File: src/rtl/core/jbhd_pkg.sv
// ----------------------------------------------------------------------------
// jbhd_pkg
// shared types, result codes and standard huffman tables for the decoder
// ----------------------------------------------------------------------------
package jbhd_pkg;

  localparam int BLOCK_COEFFS   = 64;
  localparam int MAX_CODE_LEN   = 16;
  localparam int COMP_COUNT     = 3;
  localparam int DC_NVALS       = 12;
  localparam int AC_NVALS       = 162;

  // result kinds
  localparam logic [1:0] KIND_COEFF  = 2'd0;
  localparam logic [1:0] KIND_EOB    = 2'd1;
  localparam logic [1:0] KIND_MARKER = 2'd2;

  // request types
  localparam logic REQ_DATA    = 1'b0;
  localparam logic REQ_RESTART = 1'b1;

  // table selectors
  localparam logic [1:0] TBL_DC_LUM = 2'd0;
  localparam logic [1:0] TBL_DC_CHR = 2'd1;
  localparam logic [1:0] TBL_AC_LUM = 2'd2;
  localparam logic [1:0] TBL_AC_CHR = 2'd3;

  localparam logic [7:0] BYTE_FF = 8'hFF;

  typedef struct packed {
    logic       req_type;
    logic [7:0] data_byte;
    logic [1:0] component;
  } in_item_t;

  typedef struct packed {
    logic [1:0]         result_kind;
    logic [5:0]         coeff_index;
    logic signed [15:0] coeff_value;
    logic [7:0]         marker_code;
    logic               last_of_run;
  } out_item_t;

  typedef enum logic [1:0] {
    ST_IDLE,
    ST_BITS,
    ST_EOB,
    ST_FLUSH
  } state_t;

  typedef struct packed {
    logic restart;
    logic load;
    logic step;
    logic eob;
    logic flush;
  } dp_cmd_t;

  typedef struct packed {
    logic feed;
    logic marker;
    logic can_push;
    logic eob_after;
  } dp_stat_t;

  typedef logic [17:0] code_tab_t [16];

  // code counts per length for each table
  localparam logic [7:0] BITS_TAB [4][16] = '{
    '{8'd0, 8'd1, 8'd5, 8'd1, 8'd1, 8'd1, 8'd1, 8'd1,
      8'd1, 8'd0, 8'd0, 8'd0, 8'd0, 8'd0, 8'd0, 8'd0},
    '{8'd0, 8'd3, 8'd1, 8'd1, 8'd1, 8'd1, 8'd1, 8'd1,
      8'd1, 8'd1, 8'd1, 8'd0, 8'd0, 8'd0, 8'd0, 8'd0},
    '{8'd0, 8'd2, 8'd1, 8'd3, 8'd3, 8'd2, 8'd4, 8'd3,
      8'd5, 8'd5, 8'd4, 8'd4, 8'd0, 8'd0, 8'd1, 8'h7d},
    '{8'd0, 8'd2, 8'd1, 8'd2, 8'd4, 8'd4, 8'd3, 8'd4,
      8'd7, 8'd5, 8'd4, 8'd4, 8'd0, 8'd1, 8'd2, 8'h77}
  };

  localparam logic [7:0] AC_LUM_VALS [AC_NVALS] = '{
    8'h01, 8'h02, 8'h03, 8'h00, 8'h04, 8'h11, 8'h05, 8'h12,
    8'h21, 8'h31, 8'h41, 8'h06, 8'h13, 8'h51, 8'h61, 8'h07,
    8'h22, 8'h71, 8'h14, 8'h32, 8'h81, 8'h91, 8'ha1, 8'h08,
    8'h23, 8'h42, 8'hb1, 8'hc1, 8'h15, 8'h52, 8'hd1, 8'hf0,
    8'h24, 8'h33, 8'h62, 8'h72, 8'h82, 8'h09, 8'h0a, 8'h16,
    8'h17, 8'h18, 8'h19, 8'h1a, 8'h25, 8'h26, 8'h27, 8'h28,
    8'h29, 8'h2a, 8'h34, 8'h35, 8'h36, 8'h37, 8'h38, 8'h39,
    8'h3a, 8'h43, 8'h44, 8'h45, 8'h46, 8'h47, 8'h48, 8'h49,
    8'h4a, 8'h53, 8'h54, 8'h55, 8'h56, 8'h57, 8'h58, 8'h59,
    8'h5a, 8'h63, 8'h64, 8'h65, 8'h66, 8'h67, 8'h68, 8'h69,
    8'h6a, 8'h73, 8'h74, 8'h75, 8'h76, 8'h77, 8'h78, 8'h79,
    8'h7a, 8'h83, 8'h84, 8'h85, 8'h86, 8'h87, 8'h88, 8'h89,
    8'h8a, 8'h92, 8'h93, 8'h94, 8'h95, 8'h96, 8'h97, 8'h98,
    8'h99, 8'h9a, 8'ha2, 8'ha3, 8'ha4, 8'ha5, 8'ha6, 8'ha7,
    8'ha8, 8'ha9, 8'haa, 8'hb2, 8'hb3, 8'hb4, 8'hb5, 8'hb6,
    8'hb7, 8'hb8, 8'hb9, 8'hba, 8'hc2, 8'hc3, 8'hc4, 8'hc5,
    8'hc6, 8'hc7, 8'hc8, 8'hc9, 8'hca, 8'hd2, 8'hd3, 8'hd4,
    8'hd5, 8'hd6, 8'hd7, 8'hd8, 8'hd9, 8'hda, 8'he1, 8'he2,
    8'he3, 8'he4, 8'he5, 8'he6, 8'he7, 8'he8, 8'he9, 8'hea,
    8'hf1, 8'hf2, 8'hf3, 8'hf4, 8'hf5, 8'hf6, 8'hf7, 8'hf8,
    8'hf9, 8'hfa
  };

  localparam logic [7:0] AC_CHR_VALS [AC_NVALS] = '{
    8'h00, 8'h01, 8'h02, 8'h03, 8'h11, 8'h04, 8'h05, 8'h21,
    8'h31, 8'h06, 8'h12, 8'h41, 8'h51, 8'h07, 8'h61, 8'h71,
    8'h13, 8'h22, 8'h32, 8'h81, 8'h08, 8'h14, 8'h42, 8'h91,
    8'ha1, 8'hb1, 8'hc1, 8'h09, 8'h23, 8'h33, 8'h52, 8'hf0,
    8'h15, 8'h62, 8'h72, 8'hd1, 8'h0a, 8'h16, 8'h24, 8'h34,
    8'he1, 8'h25, 8'hf1, 8'h17, 8'h18, 8'h19, 8'h1a, 8'h26,
    8'h27, 8'h28, 8'h29, 8'h2a, 8'h35, 8'h36, 8'h37, 8'h38,
    8'h39, 8'h3a, 8'h43, 8'h44, 8'h45, 8'h46, 8'h47, 8'h48,
    8'h49, 8'h4a, 8'h53, 8'h54, 8'h55, 8'h56, 8'h57, 8'h58,
    8'h59, 8'h5a, 8'h63, 8'h64, 8'h65, 8'h66, 8'h67, 8'h68,
    8'h69, 8'h6a, 8'h73, 8'h74, 8'h75, 8'h76, 8'h77, 8'h78,
    8'h79, 8'h7a, 8'h82, 8'h83, 8'h84, 8'h85, 8'h86, 8'h87,
    8'h88, 8'h89, 8'h8a, 8'h92, 8'h93, 8'h94, 8'h95, 8'h96,
    8'h97, 8'h98, 8'h99, 8'h9a, 8'ha2, 8'ha3, 8'ha4, 8'ha5,
    8'ha6, 8'ha7, 8'ha8, 8'ha9, 8'haa, 8'hb2, 8'hb3, 8'hb4,
    8'hb5, 8'hb6, 8'hb7, 8'hb8, 8'hb9, 8'hba, 8'hc2, 8'hc3,
    8'hc4, 8'hc5, 8'hc6, 8'hc7, 8'hc8, 8'hc9, 8'hca, 8'hd2,
    8'hd3, 8'hd4, 8'hd5, 8'hd6, 8'hd7, 8'hd8, 8'hd9, 8'hda,
    8'he2, 8'he3, 8'he4, 8'he5, 8'he6, 8'he7, 8'he8, 8'he9,
    8'hea, 8'hf2, 8'hf3, 8'hf4, 8'hf5, 8'hf6, 8'hf7, 8'hf8,
    8'hf9, 8'hfa
  };

  // first canonical code of each length
  function automatic code_tab_t calc_first(int t);
    logic [17:0] f;
    code_tab_t   r;
    f = '0;
    for (int l = 0; l < MAX_CODE_LEN; l++) begin
      r[l] = f;
      f    = (f + 18'(BITS_TAB[t][l])) << 1;
    end
    return r;
  endfunction

  // symbol index of the first code of each length
  function automatic code_tab_t calc_base(int t);
    logic [17:0] b;
    code_tab_t   r;
    b = '0;
    for (int l = 0; l < MAX_CODE_LEN; l++) begin
      r[l] = b;
      b    = b + 18'(BITS_TAB[t][l]);
    end
    return r;
  endfunction

  localparam code_tab_t FIRST_TAB [4] = '{
    calc_first(0), calc_first(1), calc_first(2), calc_first(3)
  };
  localparam code_tab_t BASE_TAB [4] = '{
    calc_base(0), calc_base(1), calc_base(2), calc_base(3)
  };

endpackage

File: src/rtl/core/jpeg_baseline_huffman_decoder.sv
// ----------------------------------------------------------------------------
// jpeg_baseline_huffman_decoder
// baseline jpeg huffman symbol decoder with the standard tables
// ----------------------------------------------------------------------------
// throughput: a data byte is loaded, then decoded one bit per cycle while results
//   can be pushed, with a block end step after a coefficient that ends a block on
//   the same bit, then a flush; no new byte is taken until the flush is done
// results wait in a hold register for the next result or the flush that ends the item
// restart, lone ff and halted bytes are taken in idle with no bit steps or flush
// reset: synchronous active-low rst_n clears predictors, position and halt
// ----------------------------------------------------------------------------
module jpeg_baseline_huffman_decoder (
  input  logic                clk,
  input  logic                rst_n,
  input  logic                in_valid,
  output logic                in_stall,
  input  jbhd_pkg::in_item_t  in_data,
  output logic                out_valid,
  input  logic                out_stall,
  output jbhd_pkg::out_item_t out_data
);
  import jbhd_pkg::*;

  dp_cmd_t  cmd;
  dp_stat_t stat;

  // sequencer
  jbhd_ctrl u_ctrl (
    .clk         (clk),
    .rst_n       (rst_n),
    .in_valid    (in_valid),
    .in_req_type (in_data.req_type),
    .in_stall    (in_stall),
    .stat        (stat),
    .cmd         (cmd)
  );

  // datapath
  jbhd_dp u_dp (
    .clk       (clk),
    .rst_n     (rst_n),
    .in_data   (in_data),
    .cmd       (cmd),
    .stat      (stat),
    .out_valid (out_valid),
    .out_stall (out_stall),
    .out_data  (out_data)
  );

endmodule

File: src/rtl/core/jbhd_ctrl.sv
// ----------------------------------------------------------------------------
// jbhd_ctrl
// sequencer: takes items, steps a bit per cycle unless stalled, flushes results
// ----------------------------------------------------------------------------
module jbhd_ctrl (
  input  logic               clk,
  input  logic               rst_n,
  input  logic               in_valid,
  input  logic               in_req_type,
  output logic               in_stall,
  input  jbhd_pkg::dp_stat_t stat,
  output jbhd_pkg::dp_cmd_t  cmd
);
  import jbhd_pkg::*;

  state_t     state_r, state_nxt;
  logic [3:0] cnt_r, cnt_nxt;
  logic       accept;

  assign in_stall = (state_r != ST_IDLE);
  assign accept   = in_valid && (state_r == ST_IDLE);

  // next state
  always_comb begin
    state_nxt = state_r;
    cnt_nxt   = cnt_r;
    unique case (state_r)
      ST_IDLE: begin
        cnt_nxt = '0;
        if (accept && in_req_type == REQ_DATA) begin
          if (stat.feed) begin
            state_nxt = ST_BITS;
          end else if (stat.marker) begin
            state_nxt = ST_FLUSH;
          end
        end
      end
      ST_BITS: begin
        if (stat.can_push) begin
          cnt_nxt = cnt_r + 4'd1;
          if (stat.eob_after) begin
            state_nxt = ST_EOB;
          end else if (cnt_r == 4'd7) begin
            state_nxt = ST_FLUSH;
          end
        end
      end
      ST_EOB: begin
        if (stat.can_push) begin
          state_nxt = (cnt_r == 4'd8) ? ST_FLUSH : ST_BITS;
        end
      end
      ST_FLUSH: begin
        if (stat.can_push) begin
          state_nxt = ST_IDLE;
        end
      end
      default: state_nxt = ST_IDLE;
    endcase
  end

  // commands
  always_comb begin
    cmd         = '0;
    cmd.restart = accept && (in_req_type == REQ_RESTART);
    cmd.load    = accept && (in_req_type == REQ_DATA);
    cmd.step    = (state_r == ST_BITS) && stat.can_push;
    cmd.eob     = (state_r == ST_EOB) && stat.can_push;
    cmd.flush   = (state_r == ST_FLUSH) && stat.can_push;
  end

  always_ff @(posedge clk) begin
    if (!rst_n) begin
      state_r <= ST_IDLE;
      cnt_r   <= '0;
    end else begin
      state_r <= state_nxt;
      cnt_r   <= cnt_nxt;
    end
  end

endmodule

File: src/rtl/core/jbhd_dp.sv
// ----------------------------------------------------------------------------
// jbhd_dp
// datapath: byte unstuffing, bit-serial code match, value build, result regs
// ----------------------------------------------------------------------------
module jbhd_dp (
  input  logic                clk,
  input  logic                rst_n,
  input  jbhd_pkg::in_item_t  in_data,
  input  jbhd_pkg::dp_cmd_t   cmd,
  output jbhd_pkg::dp_stat_t  stat,
  output logic                out_valid,
  input  logic                out_stall,
  output jbhd_pkg::out_item_t out_data
);
  import jbhd_pkg::*;

  // decode state
  logic [16:0] pc_r, pc_nxt;
  logic [4:0]  cl_r, cl_nxt;
  logic [3:0]  ps_r, ps_nxt;
  logic [6:0]  pos_r, pos_nxt;
  logic [1:0]  bc_r, bc_nxt;
  logic [15:0] pred_r [COMP_COUNT];
  logic        saw_ff_r, halted_r;
  logic [7:0]  shift_r;
  logic [1:0]  comp_r;

  // result registers
  out_item_t hold_r, out_r, out_nxt;
  logic      hold_valid_r, out_valid_r;

  // step results
  logic        new_v, eob_after;
  out_item_t   new_res;
  logic        pred_we;
  logic [15:0] pred_val;

  // lookup signals
  logic        bit_in, is_dc, fin;
  logic [15:0] fin_val;
  logic [1:0]  tbl, comp_clamp;
  logic [3:0]  li;
  logic [17:0] code, first, base, idx, cnt;
  logic [7:0]  sym;
  logic        matched;
  logic [16:0] half;
  logic [15:0] mag_off;

  assign bit_in     = shift_r[7];
  assign comp_clamp = (comp_r >= 2'(COMP_COUNT)) ? 2'(COMP_COUNT - 1) : comp_r;

  // input byte classification
  always_comb begin
    stat.feed   = !halted_r && (saw_ff_r ? (in_data.data_byte == 8'd0)
                                         : (in_data.data_byte != BYTE_FF));
    stat.marker = !halted_r && saw_ff_r && (in_data.data_byte != 8'd0);
    stat.can_push  = !hold_valid_r || !out_valid_r || !out_stall;
    stat.eob_after = eob_after;
  end

  // one bit of decoding
  always_comb begin
    pc_nxt    = {pc_r[15:0], bit_in};
    cl_nxt    = cl_r + 5'd1;
    ps_nxt    = ps_r;
    pos_nxt   = pos_r;
    bc_nxt    = bc_r;
    new_v     = 1'b0;
    new_res   = '0;
    eob_after = 1'b0;
    pred_we   = 1'b0;
    pred_val  = '0;
    fin       = 1'b0;
    fin_val   = '0;
    is_dc     = (pos_r == 7'd0);
    tbl       = TBL_DC_LUM;
    li        = '0;
    code      = 18'(pc_nxt);
    first     = '0;
    base      = '0;
    cnt       = '0;
    idx       = '0;
    sym       = '0;
    matched   = 1'b0;
    half      = 17'd1 << (ps_r - 4'd1);
    mag_off   = (16'd1 << ps_r) - 16'd1;

    if (ps_r != 4'd0) begin
      // magnitude bits
      if (cl_nxt >= 5'(ps_r)) begin
        fin     = 1'b1;
        fin_val = (pc_nxt < half) ? (pc_nxt[15:0] - mag_off) : pc_nxt[15:0];
        pc_nxt  = '0;
        cl_nxt  = '0;
        ps_nxt  = '0;
      end
    end else begin
      if (is_dc && cl_r == 5'd0) begin
        bc_nxt = comp_clamp;
      end
      tbl = is_dc ? ((bc_nxt == 2'd0) ? TBL_DC_LUM : TBL_DC_CHR)
                  : ((bc_nxt == 2'd0) ? TBL_AC_LUM : TBL_AC_CHR);
      if (cl_nxt <= 5'(MAX_CODE_LEN)) begin
        li    = 4'(cl_nxt - 5'd1);
        first = FIRST_TAB[tbl][li];
        base  = BASE_TAB[tbl][li];
        cnt   = 18'(BITS_TAB[tbl][li]);
        if (cnt != 18'd0 && code < first + cnt) begin
          matched = 1'b1;
          if (code >= first) begin
            idx = base + code - first;
            if (is_dc) begin
              sym = (idx < 18'(DC_NVALS)) ? idx[7:0] : 8'd0;
            end else if (idx < 18'(AC_NVALS)) begin
              sym = (tbl == TBL_AC_LUM) ? AC_LUM_VALS[idx[7:0]] : AC_CHR_VALS[idx[7:0]];
            end
          end
        end
      end else begin
        // overlong code decodes as symbol zero
        matched = 1'b1;
      end
      if (matched) begin
        pc_nxt = '0;
        cl_nxt = '0;
        if (is_dc) begin
          if (sym[3:0] == 4'd0) begin
            fin = 1'b1;
          end else begin
            ps_nxt = sym[3:0];
          end
        end else if (sym[3:0] != 4'd0) begin
          pos_nxt = pos_r + 7'(sym[7:4]);
          ps_nxt  = sym[3:0];
        end else if (sym[7:4] == 4'd15) begin
          pos_nxt = pos_r + 7'd16;
          if (pos_nxt >= 7'(BLOCK_COEFFS)) begin
            pos_nxt             = '0;
            new_v               = 1'b1;
            new_res.result_kind = KIND_EOB;
          end
        end else begin
          pos_nxt             = '0;
          new_v               = 1'b1;
          new_res.result_kind = KIND_EOB;
        end
      end
    end

    // finished value: dc sum or ac coefficient
    if (fin) begin
      if (pos_r == 7'd0) begin
        pred_we             = 1'b1;
        pred_val            = pred_r[bc_nxt] + fin_val;
        new_v               = 1'b1;
        new_res.result_kind = KIND_COEFF;
        new_res.coeff_value = pred_val;
        pos_nxt             = 7'd1;
      end else begin
        if (pos_r < 7'(BLOCK_COEFFS)) begin
          new_v               = 1'b1;
          new_res.result_kind = KIND_COEFF;
          new_res.coeff_index = pos_r[5:0];
          new_res.coeff_value = fin_val;
        end
        pos_nxt = pos_r + 7'd1;
        if (pos_nxt >= 7'(BLOCK_COEFFS)) begin
          pos_nxt = '0;
          if (new_v) begin
            eob_after = 1'b1;
          end else begin
            new_v               = 1'b1;
            new_res.result_kind = KIND_EOB;
          end
        end
      end
    end
  end

  // result push
  logic      push_v, to_out;
  out_item_t push_res, eob_res, mk_res;

  always_comb begin
    eob_res             = '0;
    eob_res.result_kind = KIND_EOB;
    mk_res              = '0;
    mk_res.result_kind  = KIND_MARKER;
    mk_res.marker_code  = in_data.data_byte;
    push_v   = (cmd.step && new_v) || cmd.eob;
    push_res = cmd.eob ? eob_res : new_res;
    to_out   = hold_valid_r && (push_v || cmd.flush);
  end

  // output item, last flag set on the flush
  always_comb begin
    out_nxt             = hold_r;
    out_nxt.last_of_run = cmd.flush;
  end

  // decode state registers
  always_ff @(posedge clk) begin
    if (!rst_n || cmd.restart) begin
      pc_r     <= '0;
      cl_r     <= '0;
      ps_r     <= '0;
      pos_r    <= '0;
      bc_r     <= '0;
      saw_ff_r <= 1'b0;
      halted_r <= 1'b0;
      for (int i = 0; i < COMP_COUNT; i++) begin
        pred_r[i] <= '0;
      end
    end else if (cmd.load) begin
      if (!halted_r) begin
        if (saw_ff_r) begin
          saw_ff_r <= 1'b0;
          if (in_data.data_byte != 8'd0) begin
            halted_r <= 1'b1;
            pc_r     <= '0;
            cl_r     <= '0;
            ps_r     <= '0;
          end
        end else if (in_data.data_byte == BYTE_FF) begin
          saw_ff_r <= 1'b1;
        end
      end
    end else if (cmd.step) begin
      pc_r  <= pc_nxt;
      cl_r  <= cl_nxt;
      ps_r  <= ps_nxt;
      pos_r <= pos_nxt;
      bc_r  <= bc_nxt;
      if (pred_we) begin
        pred_r[bc_nxt] <= pred_val;
      end
    end
  end

  // byte shifter and sampled component
  always_ff @(posedge clk) begin
    if (cmd.load) begin
      shift_r <= saw_ff_r ? BYTE_FF : in_data.data_byte;
      comp_r  <= in_data.component;
    end else if (cmd.step) begin
      shift_r <= {shift_r[6:0], 1'b0};
    end
  end

  // hold and output registers
  always_ff @(posedge clk) begin
    if (!rst_n) begin
      hold_valid_r <= 1'b0;
      out_valid_r  <= 1'b0;
    end else begin
      if (to_out) begin
        out_valid_r <= 1'b1;
      end else if (out_valid_r && !out_stall) begin
        out_valid_r <= 1'b0;
      end
      if (push_v || (cmd.load && stat.marker)) begin
        hold_valid_r <= 1'b1;
      end else if (cmd.flush) begin
        hold_valid_r <= 1'b0;
      end
    end
  end

  always_ff @(posedge clk) begin
    if (to_out) begin
      out_r <= out_nxt;
    end
    if (push_v) begin
      hold_r <= push_res;
    end else if (cmd.load && stat.marker) begin
      hold_r <= mk_res;
    end
  end

  assign out_valid = out_valid_r;
  assign out_data  = out_r;

endmodule

File: config.mk
export PLATFORM = sky130hd
export DESIGN_NAME = jpeg_baseline_huffman_decoder
export DESIGN_NICKNAME = d
export VERILOG_FILES = /design/src/rtl/core/jbhd_pkg.sv /design/src/rtl/core/jpeg_baseline_huffman_decoder.sv /design/src/rtl/core/jbhd_ctrl.sv /design/src/rtl/core/jbhd_dp.sv
export SDC_FILE = /design/constraint.sdc
export NUM_CORES = 1
export LEC_CHECK = 0
export BUFFER_PORTS_ARGS = -buffer_cell sky130_fd_sc_hd__buf_2
export CAP_MARGIN = 5
export CORE_UTILIZATION = 25
export CTS_CLUSTER_DIAMETER = 40
export DETAILED_ROUTE_END_ITERATION = 6
export PLACE_DENSITY = 0.36
export SETUP_SLACK_MARGIN = 0.15
export SKIP_CTS_REPAIR_TIMING = 1
export SLEW_MARGIN = 15
export SYNTH_ARGS = -nofsm -noshare
export SYNTH_HDL_FRONTEND = slang
export SYNTH_HIERARCHICAL = 1
export SYNTH_SLANG_ARGS = --single-unit
File: constraint.sdc
create_clock -name clk -period 13.1 [get_ports clk]
set_input_delay 0.655 -clock clk [delete_from_list [all_inputs] [get_ports clk]]
set_output_delay 0.655 -clock clk [all_outputs]
set_load 0.005 [all_outputs]
# == Yosys cells after proc, flatten, opt, wreduce, memory -nomap -nowiden ==
# Memory sizes are Yosys's and may differ from the RTL's.
# Cells that the tools add are included.
# totals
regBits,119
ramBits,48
mem_bits_ro,4096
input_bits,15
output_inout_bits,35
wordCells,290
memories,3
# classes
addsub,13
magnitude_cmp,14
n_eq_ne,22
n_shift,2
muxes,155
bitwise,6
n_reduce_logical,53
# memory_table
memory,words,width,read_ports,rd_ports_with_merged_regs,write_ports,line,rtl
(no name shown),256,8,1,0,0,jbhd_dp.sv:115,sym = (tbl == TBL_AC_LUM) ? AC_LUM_VALS[idx[7:0]] : AC_CHR_VALS[idx[7:0]];
(no name shown),256,8,1,0,0,jbhd_dp.sv:115,
u_dp.pred_r,3,16,1,0,3,jbhd_dp.sv:23,logic [15:0] pred_r [COMP_COUNT];
# ops
op,n
$bmux W288 S2,2
$mux W288,4
$bmux W128 S2,1
$mux W128,2
$mux W16,15
$bmux W18 S4,2
$mux W8,17
$mux W33,3
$mux W18,4
$mux W7,9
$mux W1,48
$mux W24,2
$mux W4,12
$mux W2,22
$mux W5,8
$bmux W8 S4,1
$add A18 B17 Y18,1
$add A18 B8 Y18,1
$ge A17 B18 Y1,1
$lt A17 B18 Y1,1
$lt A18 B4 Y1 const B,1
$lt A18 B8 Y1 const B,1
$sub A18 B18 Y18,1
$lt A17 B17 Y1,1
other kinds (55),105

# == Logic depth before layout (Yosys ltp) ==
# logic_depth
ltp_word,44
mapped_depth,49
mapped_depth_nobuf,46

# == Hierarchy ==
# The synthesis kept the hierarchy.
# by_module_without_submodules
module,n_inst,cells_per_inst,area_per_inst_um2,seq_area_each_um2
jbhd_dp,1,1993,16467.0,4934.7
jbhd_ctrl,1,51,411.6,120.1

# == Worst setup path after synthesis ==
# No wires, ideal clock.
# synth_timing
path_type,reg2reg
start,register u_dp.pos_r[1]
end,"register u_dp.out_r (netlist bit u_dp/out_data[0]), enable pin"
setup_time_ps,476
arrival_time_ps,9906
required_time_ps,12624
path_slack_ps,2718
path_stages_with_launch,37
path_buffers,7
synth_period_minus_slack_ps,10382
path_cell_list,dfxtp_1 inv_1 ha_1 nand2_1 or4_1 inv_1 clkbuf_1 nand2_1 mux2i_1 inv_1 ha_1 clkbuf_1 clkbuf_1 clkbuf_1 a21oi_1 nor2_1 a211oi_1 a211oi_1 a21oi_1 nand2_1 fa_1 inv_1 ha_1 xnor2_2 inv_2 buf_2 buf_2 ha_1 clkbuf_1 o311ai_1 a21oi_1 a2111oi_2 nor3_1 a211oi_2 a31oi_2 o41a_1 a21boi_0
# synth_via
elab_chain_len,43
word_cells_on_any_way,83
classes_between,add/sub: 5; order compare: 7; eq/ne: 2; mux: 54; bitwise: 2; reduce/logical: 11; memory: 2
# synth_rtl
item,line,rtl
from (decl),jbhd_dp.sv:21,"logic [6:0] pos_r, pos_nxt;"
from (signal assigned),jbhd_dp.sv:232,pos_r <= pos_nxt;
$logic_not A7 Y1,"jbhd_dp.sv:75, jbhd_dp.sv:152",
$logic_and A1 B1 Y1,jbhd_dp.sv:98,if (is_dc && cl_r == 5'd0) begin
$mux W2,jbhd_dp.sv:98,
$mux W2,jbhd_dp.sv:88,if (ps_r != 4'd0) begin
$logic_not A2 Y1,"jbhd_dp.sv:101, jbhd_dp.sv:102",
$mux W1,"jbhd_dp.sv:101, jbhd_dp.sv:102",
$mux W2,jbhd_dp.sv:101,tbl = is_dc ? ((bc_nxt == 2'd0) ? TBL_DC_LUM : TBL_DC_CHR)
$not A2 Y3 (implied by the code),"jbhd_dp.sv:105, jbhd_dp.sv:106, jbhd_dp.sv:107",
[... 28 more ...],-,
$mux W1,jbhd_dp.sv:167,if (pos_nxt >= 7'(BLOCK_COEFFS)) begin
$mux W1,jbhd_dp.sv:152,if (pos_r == 7'd0) begin
$mux W1 (*),jbhd_dp.sv:151,if (fin) begin
$logic_and A1 B1 Y1 (*),jbhd_dp.sv:190,push_v = (cmd.step && new_v) || cmd.eob;
$logic_or A1 B1 Y1 (*),jbhd_dp.sv:190,
$logic_or A1 B1 Y1 (*),jbhd_dp.sv:192,to_out = hold_valid_r && (push_v || cmd.flush);
$logic_and A1 B1 Y1 (*),jbhd_dp.sv:192,
named net u_dp.to_out,jbhd_dp.sv:181,"logic push_v, to_out;"
to (signal assigned),jbhd_dp.sv:271,out_r <= out_nxt;
to (decl),jbhd_dp.sv:29,"out_item_t hold_r, out_r, out_nxt;"
# Mark *: on every way through the listed nets, which the timed path passes. The rest lies on a longest branch. The select of a mux whose other input is x is not followed.
# A chain may end at the register's enable or synchronous reset.

==> run summary <==
Slowest-stage cell, CP - nand2_1
# IOs - 50
Drt pass-1 iters - 5
Syn Area/Cell - 8.26 sq um
1st-iter DRT viols - 1292
CP Class - reg -> reg
Clk sinks - 183
CP Max Fanout - 35
DR vias/cell - 5.40
GRT Util Overall - 0.185
Post-synth EDFFs - 139
Peak Freq - 0.101 GHz
RSZ-0062 raised after global routing - false
Via Count - 15655
Clock-pin slew on the worst setup and hold paths - 90 ps
Worst-Margin Slew - 1030 ps
CP most frequent cell - buf_4
Clock root buffer - clkbuf_16
Final GP Congestion - 0.870
Critical Path Max Stage Delay - 640 ps
Fraction of final layout cells sized beyond drive strength 1 - 0.0889
Area of the multi-input gates - 11000 sq um
Sequential cell area - 5060 sq um
Total congestion overflow - 0
DRT antenna net count - 0
Hold Crit Class - in -> reg
Vias in the first global route - 15424
Final setup fails - 0
Avg WL per Cell - 21.8 microns
Endpoints failing hold - 0
CTS tree - yes
Cell row count - 94
H-Tree Level Count - 4
Nets@finish - 2211
Ys Warns - 6
Synthesized area - 16900 sq um
Area grow syn2layout - 10.5%
Startpoint Class - register
Post-synthesis cell count - 2044
Commonest register cell after synthesis - edfxtp_1
Clock buffer depth - 2
First-pass GRT wire length - 96500 microns
Worst EP arrival - 9830 ps
R2R depth - 33
Seq/Total Area, Yosys - 0.299
MaxCap Viol Count - 0
Fin crit period - 9860 ps
CTS Buf Count - 17
Slew Viols, Final - 0
Slew margin rel. - 0.313
Syn nets - 2233
Die footprint - 68600 sq um
Post-synthesis async set-or-reset flop share - 0
Status - finished clean
Critical Path RT - 13070 ps
Hold Crit Depth - 1
Starting density of the core - 0.254
Post-route clock period utilization - 0.753
Die Y - 262 microns
CP Capture Type - register
Yosys cell types - 95
Clock skew - 19.5 ps
Setup TNS - 0 ps
Diode count - 0
Largest net degree at the start of global routing - 72
Clock latency at the later pin of the worst-skew pair - 470 ps
Fillers - 7237
Detailed placement HPWL - 45900 microns
Port bufs - 49
Drc violations - 0
Antenna violations before repair - 0
Drt total wl - 63300 microns
Die X - 262 microns
Core area - 66300 sq um
Synthesis-stage register bit count - 183
## cells in the final DEF, fill, tap and decap left out, types with 22 or more instances in the layout
master    netlist  final
nor2_1        255    255
nand2_1       218    218
ha_1          160    160
a21oi_1       156    155
edfxtp_1      139    139
o21ai_0       100    100
inv_1          82     81
nand3_1        56     56
a211oi_1       51     51
buf_2          24     49
nor3_1         46     44
dfxtp_1        44     43
buf_4           6     43
and2_1         36     36
xnor2_1        34     33
a31oi_1        29     29
nand4_1        24     24
a22oi_1        24     24
nor2b_1        23     23
o31ai_1        23     23
a21o_1         23     23
o211ai_1       22     22
## Yosys cell counts, types with 18 or more instances
cell type    n  area share
dfxtp_1     44       0.052
a31oi_1     29       0.011
or3_1       18      0.0067
nand3_1     56       0.017
and2_1      36       0.013
nor3_1      46       0.014
ha_1       160        0.12
o21ai_0    100       0.030
nor2b_1     23      0.0085
a21o_1      23       0.010
inv_1       82       0.018
nand2_1    218       0.048
edfxtp_1   139        0.25
o31ai_1     23       0.010
nor2_1     255       0.057
o211ai_1    22      0.0098
buf_2       24      0.0071
xor2_1      20       0.010
a22oi_1     24       0.011
xnor2_1     34       0.018
a211oi_1    51       0.023
nand4_1     24      0.0089
a21oi_1    156       0.046
clkbuf_1    82       0.018
mux2i_1     21       0.012
## flip-flops by register name (all words and copies together) (netlist names), 2 cells and up
signal          cells
u_dp/bc_r           2
u_dp/comp_r         2
u_dp/hold_r        32
u_dp/out_data      33
u_dp/shift_r        8
u_dp/ps_r           4
u_dp/pos_r          7
u_dp/cl_r           5
u_ctrl/state_r      2
u_dp/pc_r          16
u_ctrl/cnt_r        4
u_dp/pred_r        64
## logic make-up (layout without fill, tap and decap cells)
family,after synthesis,after routing,synth area share
AND/OR/NAND/NOR,785,785,0.221
multiplexers,26,26,0.0165
adder cells (fa/ha/maj),174,174,0.135
AO/OA/AOI/OAI,598,598,0.238
flip-flops,183,183,0.299
buffers and inverters,219,210,0.0568
XOR/XNOR,59,59,0.0328
## per-layer routing
metal  wire (microns)  GRT usage
met5                0          0
met4             2080     0.0701
met2            29900      0.307
met1            28900      0.244
met3             2530     0.0246
## per-stage QoR
| stage | hold WS (ps) | instances | cell area, sq um | utilization | worst slack (ps) |
|---|---|---|---|---|---|
| floorplan | 400 | 2044 | 16900 | - | 2720 |
| global placement | 401 | 2866 | 18000 | 0.271 | 3270 |
| finish | 379 | 2899 | 18700 | 0.281 | 3240 |
| global route | 357 | 2899 | 18700 | 0.281 | 2490 |
| CTS | 355 | 2898 | 18600 | 0.281 | 3270 |
| detailed placement | 405 | 2866 | 18000 | 0.271 | 3290 |
## final cells by class
class / count / share of cell area
inverter: 85 / 0.0172
multi-input combinational: 1642 / 0.588
tap: 864 / 0.0579
sequential: 183 / 0.271
clock buffer: 17 / 0.0228
timing repair buffer: 93 / 0.0319
clock inverter: 15 / 0.0113
## worst paths after layout
path | start | to | slack (ps)
max reg2reg | u_dp/cl_r[0]$_SDFFE_PP0P_ | u_dp/pred_r[0][10]$_SDFFCE_PN0P_ | 3240
min reg2reg | u_dp/hold_r[13]$_SDFFCE_PP0P_ | u_dp/out_data[13]$_DFFE_PP_ | 420
max | u_dp/cl_r[0]$_SDFFE_PP0P_ | u_dp/pred_r[0][10]$_SDFFCE_PN0P_ | 3240
min | in_data[0] | u_dp/comp_r[0]$_DFFE_PP_ | 380
## critical path, delay by kind of cell (launching register included)
| family | cells | cell delay, ps |
|---|---|---|
| AOI/OAI and AO/OA | 13 | 3080 |
| buffers and inverters | 8 | 2290 |
| adders and majority gates | 4 | 1400 |
| and+or+nand+nor | 6 | 1390 |
| muxes | 2 | 830 |
| DFF | 1 | 310 |
Power is left out: the tool's default activity adds up to more than one toggle a clock period on the data nets, which glitch-free logic cannot reach.
